<file path="config.mk">
export PLATFORM = sky130hd
export DESIGN_NAME = rht_queue
export DESIGN_NICKNAME = d
export VERILOG_FILES = /design/src/design/rht_queue.sv
export SDC_FILE = /design/constraint.sdc
export NUM_CORES = 1
export LEC_CHECK = 0
export ABC_CLOCK_PERIOD_IN_PS = 1600
export CORE_MARGIN = 2
export CORE_UTILIZATION = 45
export DETAILED_ROUTE_END_ITERATION = 16
export DONT_BUFFER_PORTS = 1
export GPL_ROUTABILITY_DRIVEN = 0
export HOLD_SLACK_MARGIN = 0.02
export PLACE_DENSITY_LB_ADDON = 0.15
export SYNTH_ARGS = -nofsm -noshare
export SYNTH_HDL_FRONTEND = slang
export SYNTH_SLANG_ARGS = --single-unit
</file>
<file path="constraint.sdc">
create_clock -name clock -period 1.6 [get_ports clock]
set_input_delay 0.08 -clock clock [delete_from_list [all_inputs] [get_ports clock]]
set_output_delay 0.08 -clock clock [all_outputs]
set_load 0.02 [all_outputs]
</file>
<file path="src/design/rht_queue.sv">
// ----------------------------------------------------------------------------
// rht_queue: short FIFO between front and back
// Lets intake keep taking transactions while the table engine is busy.
// ----------------------------------------------------------------------------
module rht_queue #(
   parameter int WIDTH = 8,
   parameter int DEPTH = 2
) (
   input  logic             clock,
   input  logic             reset,
   input  logic             wr_valid,
   output logic             wr_stall,
   input  logic [WIDTH-1:0] wr_data,
   output logic             rd_valid,
   input  logic             rd_pop,
   output logic [WIDTH-1:0] rd_data
);
   localparam int PTR_BITS = (DEPTH > 1) ? $clog2(DEPTH) : 1;
   localparam int CNT_BITS = $clog2(DEPTH + 1);
   localparam logic [PTR_BITS-1:0] PTR_LAST = PTR_BITS'(DEPTH - 1);

   logic [WIDTH-1:0]    entry_ff [DEPTH];
   logic [PTR_BITS-1:0] wr_ptr_ff, wr_ptr_in;
   logic [PTR_BITS-1:0] rd_ptr_ff, rd_ptr_in;
   logic [CNT_BITS-1:0] count_ff, count_in;
   logic                push, pop;

   assign wr_stall = (count_ff == CNT_BITS'(DEPTH));
   assign rd_valid = (count_ff != '0);
   assign rd_data  = entry_ff[rd_ptr_ff];
   assign push     = wr_valid && !wr_stall;
   assign pop      = rd_pop && rd_valid;

   // pointer and occupancy update
   always_comb begin
      wr_ptr_in = wr_ptr_ff;
      rd_ptr_in = rd_ptr_ff;
      count_in  = count_ff;
      if (push) begin
         wr_ptr_in = (wr_ptr_ff == PTR_LAST) ? '0 : wr_ptr_ff + PTR_BITS'(1);
      end
      if (pop) begin
         rd_ptr_in = (rd_ptr_ff == PTR_LAST) ? '0 : rd_ptr_ff + PTR_BITS'(1);
      end
      if (push && !pop) begin
         count_in = count_ff + CNT_BITS'(1);
      end else if (pop && !push) begin
         count_in = count_ff - CNT_BITS'(1);
      end
   end

   always_ff @(posedge clock) begin
      if (reset) begin
         wr_ptr_ff <= '0;
         rd_ptr_ff <= '0;
         count_ff  <= '0;
      end else begin
         wr_ptr_ff <= wr_ptr_in;
         rd_ptr_ff <= rd_ptr_in;
         count_ff  <= count_in;
      end
   end

   always_ff @(posedge clock) begin
      if (push) begin
         entry_ff[wr_ptr_ff] <= wr_data;
      end
   end

endmodule

</file>
# Yosys cells after proc, flatten, opt, wreduce, memory -nomap -nowiden
# Memories as Yosys holds them, arrays and structs flattened. A register that Yosys moved wholly into a read port is not among the register bits.
# Cells that the tools add are included.
[totals] register_bits=4 mem_bits_rw=16 input_bits=12 output_inout_bits=10 elab_cells=26 mem_count=1
[classes] addsub=4 eq_ne=1 muxes=8 reduce_logical=9
[memory_table] name="entry_ff" depth=2 word_bits=8 rd=1 rd_clocked_by_memory_dff=1 write_ports=1 line="22" source="logic [WIDTH-1:0] entry_ff [DEPTH];"
[op_table] cell="two-way mux 1 bit" n=6
[op_table] cell="logical AND 1 bit" n=4
[op_table] cell="two-way mux 2 bit" n=2
[op_table] cell="nonzero test 2 bit" n=2
[op_table] cell="logical NOT 1 bit" n=3
[op_table] cell="adder 1 bit (second input constant)" n=2
[op_table] cell="adder 2 x 1 -> 2 bit (second input constant)" n=1
[op_table] cell="equality test 2 bit (second input constant)" n=1
[op_table] cell="subtractor 2 x 1 -> 2 bit (second input constant)" n=1

# Longest topological paths before layout
[depth] word_depth=7 mapped_depth=6 mapped_depth_nobuf=6

# Least setup slack after synthesis
# No wires, ideal clock.
[synth_path] path_kind="flip-flop to flip-flop" startpoint="register count_ff[1]" endpoint="register count_ff[1]" setup_time_ps=70 arrival_ps=1507 t_required_ps=1530 path_slack_ps=23 stages_incl_launch_ff=6 path_buffers=0 period_less_slack_ps=1577 path_cell_list="dfxtp_1 -> nor2b_2 -> nor2_1 -> ha_1 -> or3_1 -> a21oi_1"
[synth_between] elab_chain_len=6
[synth_lines] item="start, declared" line="25" source="logic [CNT_BITS-1:0] count_ff, count_in;"
[synth_lines] item="start signal, assigned" line="60" source="count_ff <= count_in;"
[synth_lines] item="equality test 2 bit (*)" line="28" source="assign wr_stall = (count_ff == CNT_BITS'(DEPTH));"
[synth_lines] item="via wr_stall" line="12" source="output logic wr_stall,"
[synth_lines] item="logical NOT 1 bit (*)" line="31" source="assign push = wr_valid && !wr_stall;"
[synth_lines] item="logical AND 1 bit (*)" line="31"
[synth_lines] item="logical NOT 1 bit" line="47" source="end else if (pop && !push) begin"
[synth_lines] item="logical AND 1 bit" line="47"
[synth_lines] item="nonzero test 2 bit (no line)"
# Mark *: on every way through the listed nets, which the timed path passes. The rest lies on a longest branch. The select of a mux whose other input is x is not followed.
# A chain may end at the register's enable or synchronous reset.

# Worst setup path after layout
[layout_path] startpoint="register count_ff[1]" endpoint="register count_ff[1]"
[layout_between] elab_chain_len=6
[layout_lines] item="equality test 2 bit" line="28"
[layout_lines] item="logical NOT 1 bit" line="31"
[layout_lines] item="logical AND 1 bit" line="31"
[layout_lines] item="logical NOT 1 bit" line="47"
[layout_lines] item="logical AND 1 bit" line="47"
[layout_lines] item="nonzero test 2 bit (no line)"
# Parallel ways exist; a longest one is shown, timed or not. The select of a mux whose other input is x is not followed.

==> metrics.cfg <==
[detailed_routing]
vias = 436
detail_route.wl_per_cell_um = 16.70
drtPass1Iterations = 3
viasPerCell = 5.253
routed_wl_um = 1386
ant_nets = 0
first_iter_violations = 2
drc = 0

[critical_path]
r2r_cells = 5
crit_path_start_kind = flop
end_kind = flop
cp.arrival_ps = 1750
max_stage_delay_ps = 380
cp.required_ps = 1840
crit_fanout = 4
slowest_stage = or3_1
critPathTopFamily = simple AND/OR/NAND/NOR gates
path_cells = buf_4 > o21ai_1 > ha_1 > or3_1 > a21oi_1
cp_num_cells = 5
critPathBufInv = 1
crit_type = reg -> reg

[sta]
drv_slew = 0
worst_slew_margin_rel = 0.7479
tightest_slew_ps = 378.2
setup_tns_ps = 0
layout_setup_ws_ps = 93.91
fmax_mhz = 664.0
rsz0062_at_grt = false
final-hold-violation-count = 0
fin_hold_ws_ps = 74.48
setup_viol = 0
period_needed_ps = 1506
period_share = 0.9413
finalClockSkew_ps = 5.866

[cells_and_area]
finish.utilization = 0.5689
drive_gt1_frac = 0.3030
area_delta_synth_final_pct = 20.75
final_cells = 83
antennaDiodeCount = 0
fin_nets = 80

[clock_tree]
htreeDepth = 1
postCtsSetupRepairBufs = 0
cts_tree = done
cts.sinks = 21
clock_latency_ps = 300
clkSlewWorstSetupHoldPaths_ps = 120
root_buffer = clkbuf_4
cts_buffer_depth = 2
cts_buffers = 3

[floorplan]
die_h_um = 46.05
start_util = 0.4711
die-width_um = 46.05
rows = 15
fp.dieArea_sq_um = 2121
coreArea_sq_um = 1689
ios = 22

[yosys]
yosys_register_bits = 21
syn_area_sq_um = 795.8
synth_cell_types = 14
avgSynthCellArea_sq_um = 15.92
synth_area_leaders = edfxtp_1 (60%), dfxtp_1 (13%), mux2_2 (11%), xor2_1 (3.3%), o21ai_0 (1.9%)
synthCells = 50
yosysSeqAreaShare = 0.7296
synth_top_area_share = 0.6038
synthesis.nets = 63
synth_largest_area_cell = edfxtp_1
synth_warnings = 0

[global_route]
grt_use_total = 0.1459
grt-busiest-layer = met2
antenna_found_initial = 0
use_met2 = 0.2806
grtUsageMet3 = 0.02745
grt_max_degree = 13
grtUsageMet1 = 0.1624
grt_pass1_vias = 487
grt_pass1_wl_um = 2166
grt_overflow_total = 0

[outcome]
outcome = finished clean

[hold_path]
min_path_type = in -> reg
hold_depth = 3

[place]
place_ws_ps = 18.94
dpl.cell_count = 70
hpwl_um = 979.4
io_buffer_count = 0

[power]
peakVddDrop_v = 0.001262
p_per_area_nw_per_um2 = 1601
leakagePower_nw = 0.3568

[job]
maxCapViolCount = 0

-- worst reg2reg max path, cell delays in order (launching register included) --
cell	delay (ps)
dfxtp_1	340
buf_4	140
o21ai_1	170
ha_1	290
or3_1	380
a21oi_1	140
-- cell usage after synthesis --
cell type and instances:
edfxtp_1 16, mux2_2 8, dfxtp_1 5, nor2_1 4
o21ai_0 3, xor2_1 3, a21oi_1 2, inv_1 2
or3_1 2, and2_1 1, buf_2 1, ha_1 1
nor2b_2 1, or2_2 1
-- cells by family after synthesis --
family / share of synthesized area
mux: 0.1132
simple gates: 0.06132
buf+inv: 0.01572
compound gates: 0.03144
fa+ha+maj: 0.01572
xor+xnor: 0.03302
flops: 0.7296
-- worst paths after layout --
path	startpoint	end	slack, ps
worst min register to register	wr_ptr_ff	wr_ptr_ff	510
worst max-delay path	count_ff[1]	count_ff[1]	90
worst max register to register	count_ff[1]	count_ff[1]	90
worst min-delay path	wr_valid	wr_ptr_ff	70
-- stage by stage --
stage | total power [W] | area [sq um]
final | 0.001539 | 960.9
after global routing | 0.001619 | 960.9
after CTS | 0.001544 | 959.7
after detailed placement | 0.001275 | 842.1
after global placement | 0.001234 | 842.1
after floorplan | 0.001143 | 795.8
-- repair_timing --
action                                  CTS  global route
endpoints found under the setup margin    6             1
pin swaps                                 0             0
endpoints found under the hold margin    21             0
gates resized for setup                   2             1
hold buffers                              9             0
-- area by class of cell --
type                       instances  area [sq um]
multi-input combinational         26         202.7
clock buffer                       3         22.52
inverter                           2         7.507
tap                               17         21.27
clock inverter                     1         5.005
timing repair buffer              13         120.1
fill                             136         728.2
sequential                        21         581.8
-- report_power, final --
part | leakage, nW | internal (W) | switching (W)
logic | 0.148 | 0.000223 | 0.000305
clock network | 0.0177 | 0.0000929 | 0.000157
registers | 0.191 | 0.000698 | 0.0000637
total | 0.357 | 0.00101 | 0.000525
-- per-layer routing --
| metal | part of all wire | up-vias | routed length (um) |
|---|---|---|---|
| met2 | 0.56 | 11 | 777 |
| met4 | 0 | 0 | 0 |
| met5 | 0 | - | 0 |
| met1 | 0.39 | 213 | 538 |
| met3 | 0.051 | 0 | 70 |
| li1 | - | 212 | - |
-- layout by cell type, fill, tap and decap left out, types with 2 or more instances in the layout --
cell type	Yosys	routed
nor2_1	4	4
dlygate4sd3_1	0	9
buf_4	0	4
mux2_2	8	8
xor2_1	3	3
or3_1	2	2
o21ai_0	3	2
clkbuf_4	0	3
dfxtp_1	5	4
a21oi_1	2	2
edfxtp_1	16	16
-- state kept, by name (all words and copies together), names as in the netlist, named ones only --
name / flops
wr_ptr_ff: 1
entry_ff: 16
rd_ptr_ff: 1
count_ff: 2
No activity file was read; power rests on OpenSTA's default activity.
