--- config.mk ---
export PLATFORM = sky130hd
export DESIGN_NAME = rht_front
export DESIGN_NICKNAME = d
export VERILOG_FILES = /design/src/design/rht_pkg.sv /design/src/design/rht_front.sv
export SDC_FILE = /design/constraint.sdc
export NUM_CORES = 1
export LEC_CHECK = 0
export BUFFER_PORTS_ARGS = -buffer_cell sky130_fd_sc_hd__buf_2
export CAP_MARGIN = 10
export CORE_MARGIN = 3
export CORE_UTILIZATION = 48
export CTS_BUF_LIST = sky130_fd_sc_hd__clkbuf_16
export DETAILED_ROUTE_END_ITERATION = 12
export GPL_ROUTABILITY_DRIVEN = 0
export MAX_ROUTING_LAYER = met4
export PLACE_DENSITY = 0.79
export SYNTH_ARGS = -nofsm -noshare
export SYNTH_HDL_FRONTEND = slang
export SYNTH_SLANG_ARGS = --single-unit
export TNS_END_PERCENT = 100
--- constraint.sdc ---
create_clock -name clock -period 7 [get_ports clock]
set_input_delay 1.4 -clock clock [delete_from_list [all_inputs] [get_ports clock]]
set_output_delay 1.4 -clock clock [all_outputs]
set_load 0.02 [all_outputs]
--- src/design/rht_pkg.sv ---
// ----------------------------------------------------------------------------
// rht_pkg: shared types and constants for the handle table
// Operation classes, status codes and fixed field widths.
// ----------------------------------------------------------------------------
package rht_pkg;

   // fixed field widths
   localparam int ID_BITS     = 24;
   localparam int NODE_BITS   = 8;
   localparam int KIND_BITS   = 2;
   localparam int STATUS_BITS = 3;
   localparam int DATA_BITS   = 32;

   localparam logic [ID_BITS-1:0] ID_MAX = 24'hFFFFFF;

   // request kinds as they arrive on the port
   localparam logic [KIND_BITS-1:0] KIND_REGISTER = 2'd0;
   localparam logic [KIND_BITS-1:0] KIND_GRAB     = 2'd1;
   localparam logic [KIND_BITS-1:0] KIND_RELEASE  = 2'd2;

   // response status codes
   localparam logic [STATUS_BITS-1:0] ST_REGISTERED = 3'd0;
   localparam logic [STATUS_BITS-1:0] ST_FULL       = 3'd1;
   localparam logic [STATUS_BITS-1:0] ST_GRABBED    = 3'd2;
   localparam logic [STATUS_BITS-1:0] ST_HELD       = 3'd3;
   localparam logic [STATUS_BITS-1:0] ST_REMOVED    = 3'd4;
   localparam logic [STATUS_BITS-1:0] ST_NOT_FOUND  = 3'd5;

   // decoded operation handed from front to back
   typedef enum logic [1:0] {
      OP_REGISTER = 2'd0,
      OP_GRAB     = 2'd1,
      OP_RELEASE  = 2'd2,
      OP_NONE     = 2'd3
   } op_type;

   // depth of the queue between front and back
   localparam int QUEUE_DEPTH = 2;

endpackage

--- src/design/rht_front.sv ---
// ----------------------------------------------------------------------------
// rht_front: request intake and classification
// Takes transactions, decodes the kind, masks the id and computes its home
// slot (id mod SLOTS) by a reciprocal multiply over two stages.
// ----------------------------------------------------------------------------
module rht_front #(
   parameter int SLOTS        = 256,
   parameter int CONTEXT_BITS = 32,
   localparam int SLOT_BITS   = $clog2(SLOTS)
) (
   input  logic                    clock,
   input  logic                    reset,
   input  logic                    clearing,
   input  logic                    req_valid,
   output logic                    req_stall,
   input  logic [1:0]              req_kind,
   input  logic [31:0]             req_context_in,
   input  logic [31:0]             req_handle_in,
   output logic                    fwd_valid,
   input  logic                    fwd_stall,
   output rht_pkg::op_type         fwd_op,
   output logic [CONTEXT_BITS-1:0] fwd_ctx,
   output logic [23:0]             fwd_id,
   output logic [SLOT_BITS-1:0]    fwd_slot
);
   import rht_pkg::*;

   // quotient = (id * RECIP) >> SHIFT is exact for every 24-bit id
   localparam int SHIFT      = ID_BITS + SLOT_BITS;
   localparam int RECIP_BITS = ID_BITS + 2;
   localparam int PROD_BITS  = ID_BITS + RECIP_BITS;
   localparam logic [63:0] RECIP64 =
      ((64'd1 << SHIFT) + 64'(SLOTS) - 64'd1) / 64'(SLOTS);
   localparam logic [RECIP_BITS-1:0] RECIP = RECIP_BITS'(RECIP64);
   localparam logic [ID_BITS-1:0] SLOTS_ID = ID_BITS'(SLOTS);

   // stage 1: captured transaction
   logic                    s1_valid_ff, s1_valid_in;
   logic [KIND_BITS-1:0]    s1_kind_ff;
   logic [CONTEXT_BITS-1:0] s1_ctx_ff;
   logic [ID_BITS-1:0]      s1_id_ff;

   // stage 2: classified, quotient known
   logic                    s2_valid_ff, s2_valid_in;
   op_type                  s2_op_ff, s2_op_in;
   logic [CONTEXT_BITS-1:0] s2_ctx_ff;
   logic [ID_BITS-1:0]      s2_id_ff;
   logic [ID_BITS-1:0]      s2_quot_ff, s2_quot_in;

   logic                    s1_adv, s2_adv, req_take;
   logic [PROD_BITS-1:0]    quot_prod;
   logic [ID_BITS-1:0]      back_prod;

   // advance when the next stage is empty or moving
   assign s2_adv    = !s2_valid_ff || !fwd_stall;
   assign s1_adv    = !s1_valid_ff || s2_adv;
   assign req_stall = !s1_adv || clearing;
   assign req_take  = req_valid && !req_stall;

   assign s1_valid_in = req_take ? 1'b1 : (s1_adv ? 1'b0 : s1_valid_ff);
   assign s2_valid_in = s2_adv ? s1_valid_ff : s2_valid_ff;

   // reciprocal multiply for the quotient
   assign quot_prod  = PROD_BITS'(s1_id_ff) * PROD_BITS'(RECIP);
   assign s2_quot_in = ID_BITS'(quot_prod >> SHIFT);

   // classify: grab and release of id zero never match
   always_comb begin
      case (s1_kind_ff)
         KIND_REGISTER: s2_op_in = OP_REGISTER;
         KIND_GRAB:     s2_op_in = (s1_id_ff != '0) ? OP_GRAB : OP_NONE;
         KIND_RELEASE:  s2_op_in = (s1_id_ff != '0) ? OP_RELEASE : OP_NONE;
         default:       s2_op_in = OP_NONE;
      endcase
   end

   // remainder from the registered quotient
   assign back_prod = ID_BITS'(s2_quot_ff * SLOTS_ID);

   assign fwd_valid = s2_valid_ff;
   assign fwd_op    = s2_op_ff;
   assign fwd_ctx   = s2_ctx_ff;
   assign fwd_id    = s2_id_ff;
   assign fwd_slot  = SLOT_BITS'(s2_id_ff - back_prod);

   // control registers
   always_ff @(posedge clock) begin
      if (reset) begin
         s1_valid_ff <= 1'b0;
         s2_valid_ff <= 1'b0;
      end else begin
         s1_valid_ff <= s1_valid_in;
         s2_valid_ff <= s2_valid_in;
      end
   end

   // payload registers
   always_ff @(posedge clock) begin
      if (req_take) begin
         s1_kind_ff <= req_kind;
         s1_ctx_ff  <= CONTEXT_BITS'(req_context_in);
         s1_id_ff   <= req_handle_in[ID_BITS-1:0];
      end
      if (s2_adv && s1_valid_ff) begin
         s2_op_ff   <= s2_op_in;
         s2_ctx_ff  <= s1_ctx_ff;
         s2_id_ff   <= s1_id_ff;
         s2_quot_ff <= s2_quot_in;
      end
   end

endmodule

==> Word level (Yosys, flattened, before mapping) <==
Cells that the tools add are included.
{ "classes": {"addsub": 1, "eq_ne": 2, "mux": 5, "reduce_logical": 13} }
{ "op_table": {"columns": ["operator", "n"], "rows": [
  ["$reduce_bool 24->1", 1],
  ["$sub 8x1->8 const B", 1],
  ["$pmux 2 s3", 1],
  ["$logic_not 1->1", 5],
  ["$logic_or 1x1->1", 3],
  ["$mux 1", 3],
  ["$eq 2x1->1 const B", 1],
  ["$eq 2x2->1 const B", 1],
  ["$logic_and 1x1->1", 2],
  ["$logic_not 2->1", 1],
  ["$mux 2", 1],
  ["$reduce_bool 2->1", 1]
]} }
{ "word_totals": {"regBits": 118, "inputBits": 71, "out_inout_bits": 68, "elab_cells": 29} }

==> Logic depth before layout (Yosys ltp) <==
{ "logic_depth": {"word_depth": 8, "ltp_mapped": 3} }

==> Least setup slack after synthesis <==
OpenSTA, ideal clock, no wires.
{ "synth_path": {"path_kind": "input-to-reg", "from": "input fwd_stall", "to": "register s2_ctx_ff[0] (netlist: fwd_ctx[0]) (enable)", "arrival_time_ns": 5.639, "setup_slack_ns": 0.799, "path_stages": 1, "n_path_buf": 0, "path_cell_list": "a21boi_0"} }
{ "synth_via": {"elab_chain_len": 3} }
{ "synth_rtl": {"columns": ["item", "line", "rtl"], "rows": [
  ["start, declared", "rht_front.sv:20", "input logic fwd_stall,"],
  ["$logic_not 1->1", "rht_front.sv:55", "assign s2_adv = !s2_valid_ff || !fwd_stall;"],
  ["$logic_or 1x1->1", "rht_front.sv:55", null],
  ["$logic_and 1x1->1", "rht_front.sv:104", "if (s2_adv && s1_valid_ff) begin"],
  ["end signal, assigned", "rht_front.sv:106", "s2_ctx_ff <= s1_ctx_ff;"],
  ["end, declared", "rht_front.sv:46", "logic [CONTEXT_BITS-1:0] s2_ctx_ff;"]
]} }
Every way passes these cells.
A chain may end at the register's enable or synchronous reset.

==> Worst setup path in the final report <==
{ "layout_path": {"from": "input fwd_stall", "to": "output req_stall"} }
{ "layout_via": {"elab_chain_len": 5} }
{ "layout_rtl": {"columns": ["item", "line", "rtl"], "rows": [
  ["$logic_not 1->1", "rht_front.sv:55", null],
  ["$logic_or 1x1->1", "rht_front.sv:55", null],
  ["$logic_or 1x1->1", "rht_front.sv:56", "assign s1_adv = !s1_valid_ff || s2_adv;"],
  ["$logic_not 1->1", "rht_front.sv:57", "assign req_stall = !s1_adv || clearing;"],
  ["$logic_or 1x1->1", "rht_front.sv:57", null],
  ["end, declared", "rht_front.sv:15", "output logic req_stall,"]
]} }
Every way passes these cells.

==> results.md <==
- Placed cell area: 4440 sq um
- Iteration count of the initial detailed-routing pass: 4
- Die area: a little under 9000 sq um
- Row cnt: 31
- Syn Std Cell Area: between 3000 and 4000 sq um
- Cells after DPL: 367
- Critical path data arrival time: 2.00 ns
- Startpoint Class: input pin
- Skew-Pair Late Insertion Delay: 0.40 ns
- FMAX: about 0.29 GHz
- Die width: 93.8 um
- CTS tree: done
- Sequential element share of the synthesized area: 95.2%
- Die height: 93.8 um
- Total negative slack: 0 ns
- Multi-input logic area: 128 sq um
- Final setup violation count: 0
- Clock share of power: about half
- Maximum buffer depth of the clock tree: 2
- Initial antenna violation count: 0
- Vias in the first global route: about 1800
- IO Pins: 139
- NetSw: 0.324 mW
- DRC Markers: 0
- P_int: 1.42 mW
- Dpl hpwl: slightly below 4000 um
- Starting DRT DRC Count: 30
- Routed vias: about 1800
- Sw Ratio: 18.6%
- Hold buffer count at cts: 0
- Worst IR Drop VDD: 0.214 mV
- Critical-path maximum fanout: 4
- Fillcell total: 498
- Port bufs: 130
- DRT Wirelength: 5760 um
- Post-Synthesis Cells: 144
- Setup crit end kind: output pin
- CTS resizes: 0
- CP required: 5.60 ns
- Slew @ Worst Pin: 0.672 ns
- Core Util, Final: 68.6%
- Post-Syn Nets: between 200 and 250
- Comb pwr share: approximately 3.2%
- # H-tree levels: 4
- Crit-path most repeated cell: buf_2
- Final period util: 48.5%
- Rel. slew slack: between 50 and 60%
- Nets: ~360
- WL/cell: 14.4 um
- RSZ-0062 raised after global routing: no
- Final Hold Viols: 0
- Post-CTS setup buffer count: 0
- Core area: 7370 sq um
- Reg clk slew, reported paths: 0.05 ns
- GRT Util Overall: approximately 14%
- PwrDens: around 340 nW/um^2
- R2R depth: 3
- Share of post-route cells with drive strength above 1: between 50% and 60%
- Unique masters post-synth: 15
- Pleak: 1.94 nW
- Vias per cell: 4.53
- Final Skew: 0.00960 ns
- CP Class: input pin to output pin
- Yosys synthesis warning count: 0
- Cell chain of the critical path: buf_2 > a31oi_1 > inv_1 > buf_2
- Initial core utilization: 50.2%
- Synth top area cells: edfxtp_1, buf_4, dfxtp_1, nor4_1, a31o_1
- Total global routing overflow: 0
- Finished Layout Cells: 399
- Maxcap violations: 0
- Status: finished clean
- Min-Delay Path Depth: 0
- Clock root buffer: clkbuf_16
- Fin area: ~5100 sq um
- Ant. Diodes: 0
- Clock buffer count from CTS: 17
- Area leader, netlist: edfxtp_1
- Seq pwr share: 46.7%
- Post-Syn Area per Cell: 25.7 sq um
- Crit path largest cell delay: between 0.2 and 0.3 ns
- Hold crit path type: register to register
- Crit path time final: 3.40 ns
- Largest net degree at the start of global routing: roughly 60
- Slowest-stage cell, CP: a31oi_1
- Synthesis-stage register bit count: 118
- DRT antenna net count: 0
- Sequential cell area: between 3000 and 4000 sq um
- CTS Sinks: 118
- First-pass GRT wire length: 8540 um
- Slew Limit Fails: 0
- Yosys top cell area share: 94.1%
- Area delta synth->final: 36.5%
-- kinds of logic after synthesis --
logic type             synth area share (%)
flip-flops                             95.2
AND/OR/NAND/NOR                        1.89
buffers and inverters                  1.72
AO/OA/AOI/OAI                          1.22
-- placed cells by master (no fill, tap or decap) --
cell type / instances
nor2_1: 3
a21boi_4: 1
dfxtp_1: 2
or4_1: 1
clkinv_1: 3
clkinv_4: 1
clkbuf_16: 17
a21oi_1: 1
a32oi_1: 1
or4_4: 1
and4_1: 1
buf_2: 130
buf_4: 2
bufinv_16: 4
nor4_1: 4
clkinv_2: 2
clkinvlp_4: 3
a31oi_1: 1
inv_1: 2
edfxtp_1: 116
and2_2: 1
a31o_1: 2
inv_6: 1
-- metal layers --
metal,GRT usage [%],vias to the layer above,wire length (um)
li1,-,866,-
met1,15.0,824,2200
met2,22.0,107,2790
met3,7.21,11,686
met4,7.22,0,80
met5,-,-,0
-- cells in the mapped netlist --
library cell	n
a21oi_1	1
nor2_1	3
dfxtp_1	2
a31oi_1	1
or4_4	1
and2_1	1
a32oi_1	1
inv_1	1
nor4_1	4
buf_4	8
a31o_1	2
or4_1	1
a21boi_0	1
edfxtp_1	116
and4_1	1
-- state kept, by name (all words and copies together), names as in the netlist --
name	cells
s1_ctx_ff	32
fwd_valid	1
s1_kind_ff	2
fwd_op	2
fwd_ctx	32
s1_id_ff	24
s1_valid_ff	1
fwd_id	24
-- path summary, 6_finish.rpt --
kind | start | endpoint | slack (ns)
worst max-delay path | fwd_stall | req_stall | 3.60
worst min-delay path | s1_ctx_ff[9]$_DFFE_PP_ | fwd_ctx[9]$_DFFE_PP_ | 0.42
worst max register to register | fwd_valid$_SDFFE_PP0P_ | s1_id_ff[14]$_DFFE_PP_ | 4.97
worst min register to register | s1_ctx_ff[9]$_DFFE_PP_ | fwd_ctx[9]$_DFFE_PP_ | 0.42
-- critical path, delay by kind of cell --
family          cells  cell delay [ns]
compound gates      1             0.25
buf+inv             3             0.35
-- power by group through the flow --
stage | sequential, mW | clock (mW) | combinational [mW]
after global routing | 0.815 | 0.926 | 0.0616
after detailed placement | 0.827 | 0 | 0.0573
after global placement | 0.826 | 0 | 0.0559
final | 0.813 | 0.871 | 0.0562
after floorplan | 0.840 | 0 | 0.0139
after CTS | 0.813 | 0.885 | 0.0576
-- layout make-up --
class                           count  share of cell area [%]
Sequential cell                   118                    69.7
Timing Repair Buffer              132                    13.2
Clock buffer                       17                    8.42
Clock inverter                     15                    3.66
Multi-Input combinational cell     17                    2.52
Tap cell                           99                    2.45
Inverter                            1                  0.0743
-- through the flow --
step	hold WS, ns	setup WS (ns)	total power, mW
after floorplan	0.400	0.799	0.854
after detailed placement	0.405	3.61	0.884
after CTS	0.417	3.61	1.76
final	0.418	3.60	1.74
after global placement	0.400	3.62	0.882
after global routing	0.420	3.51	1.80
Power figures use the tool's default switching activity.
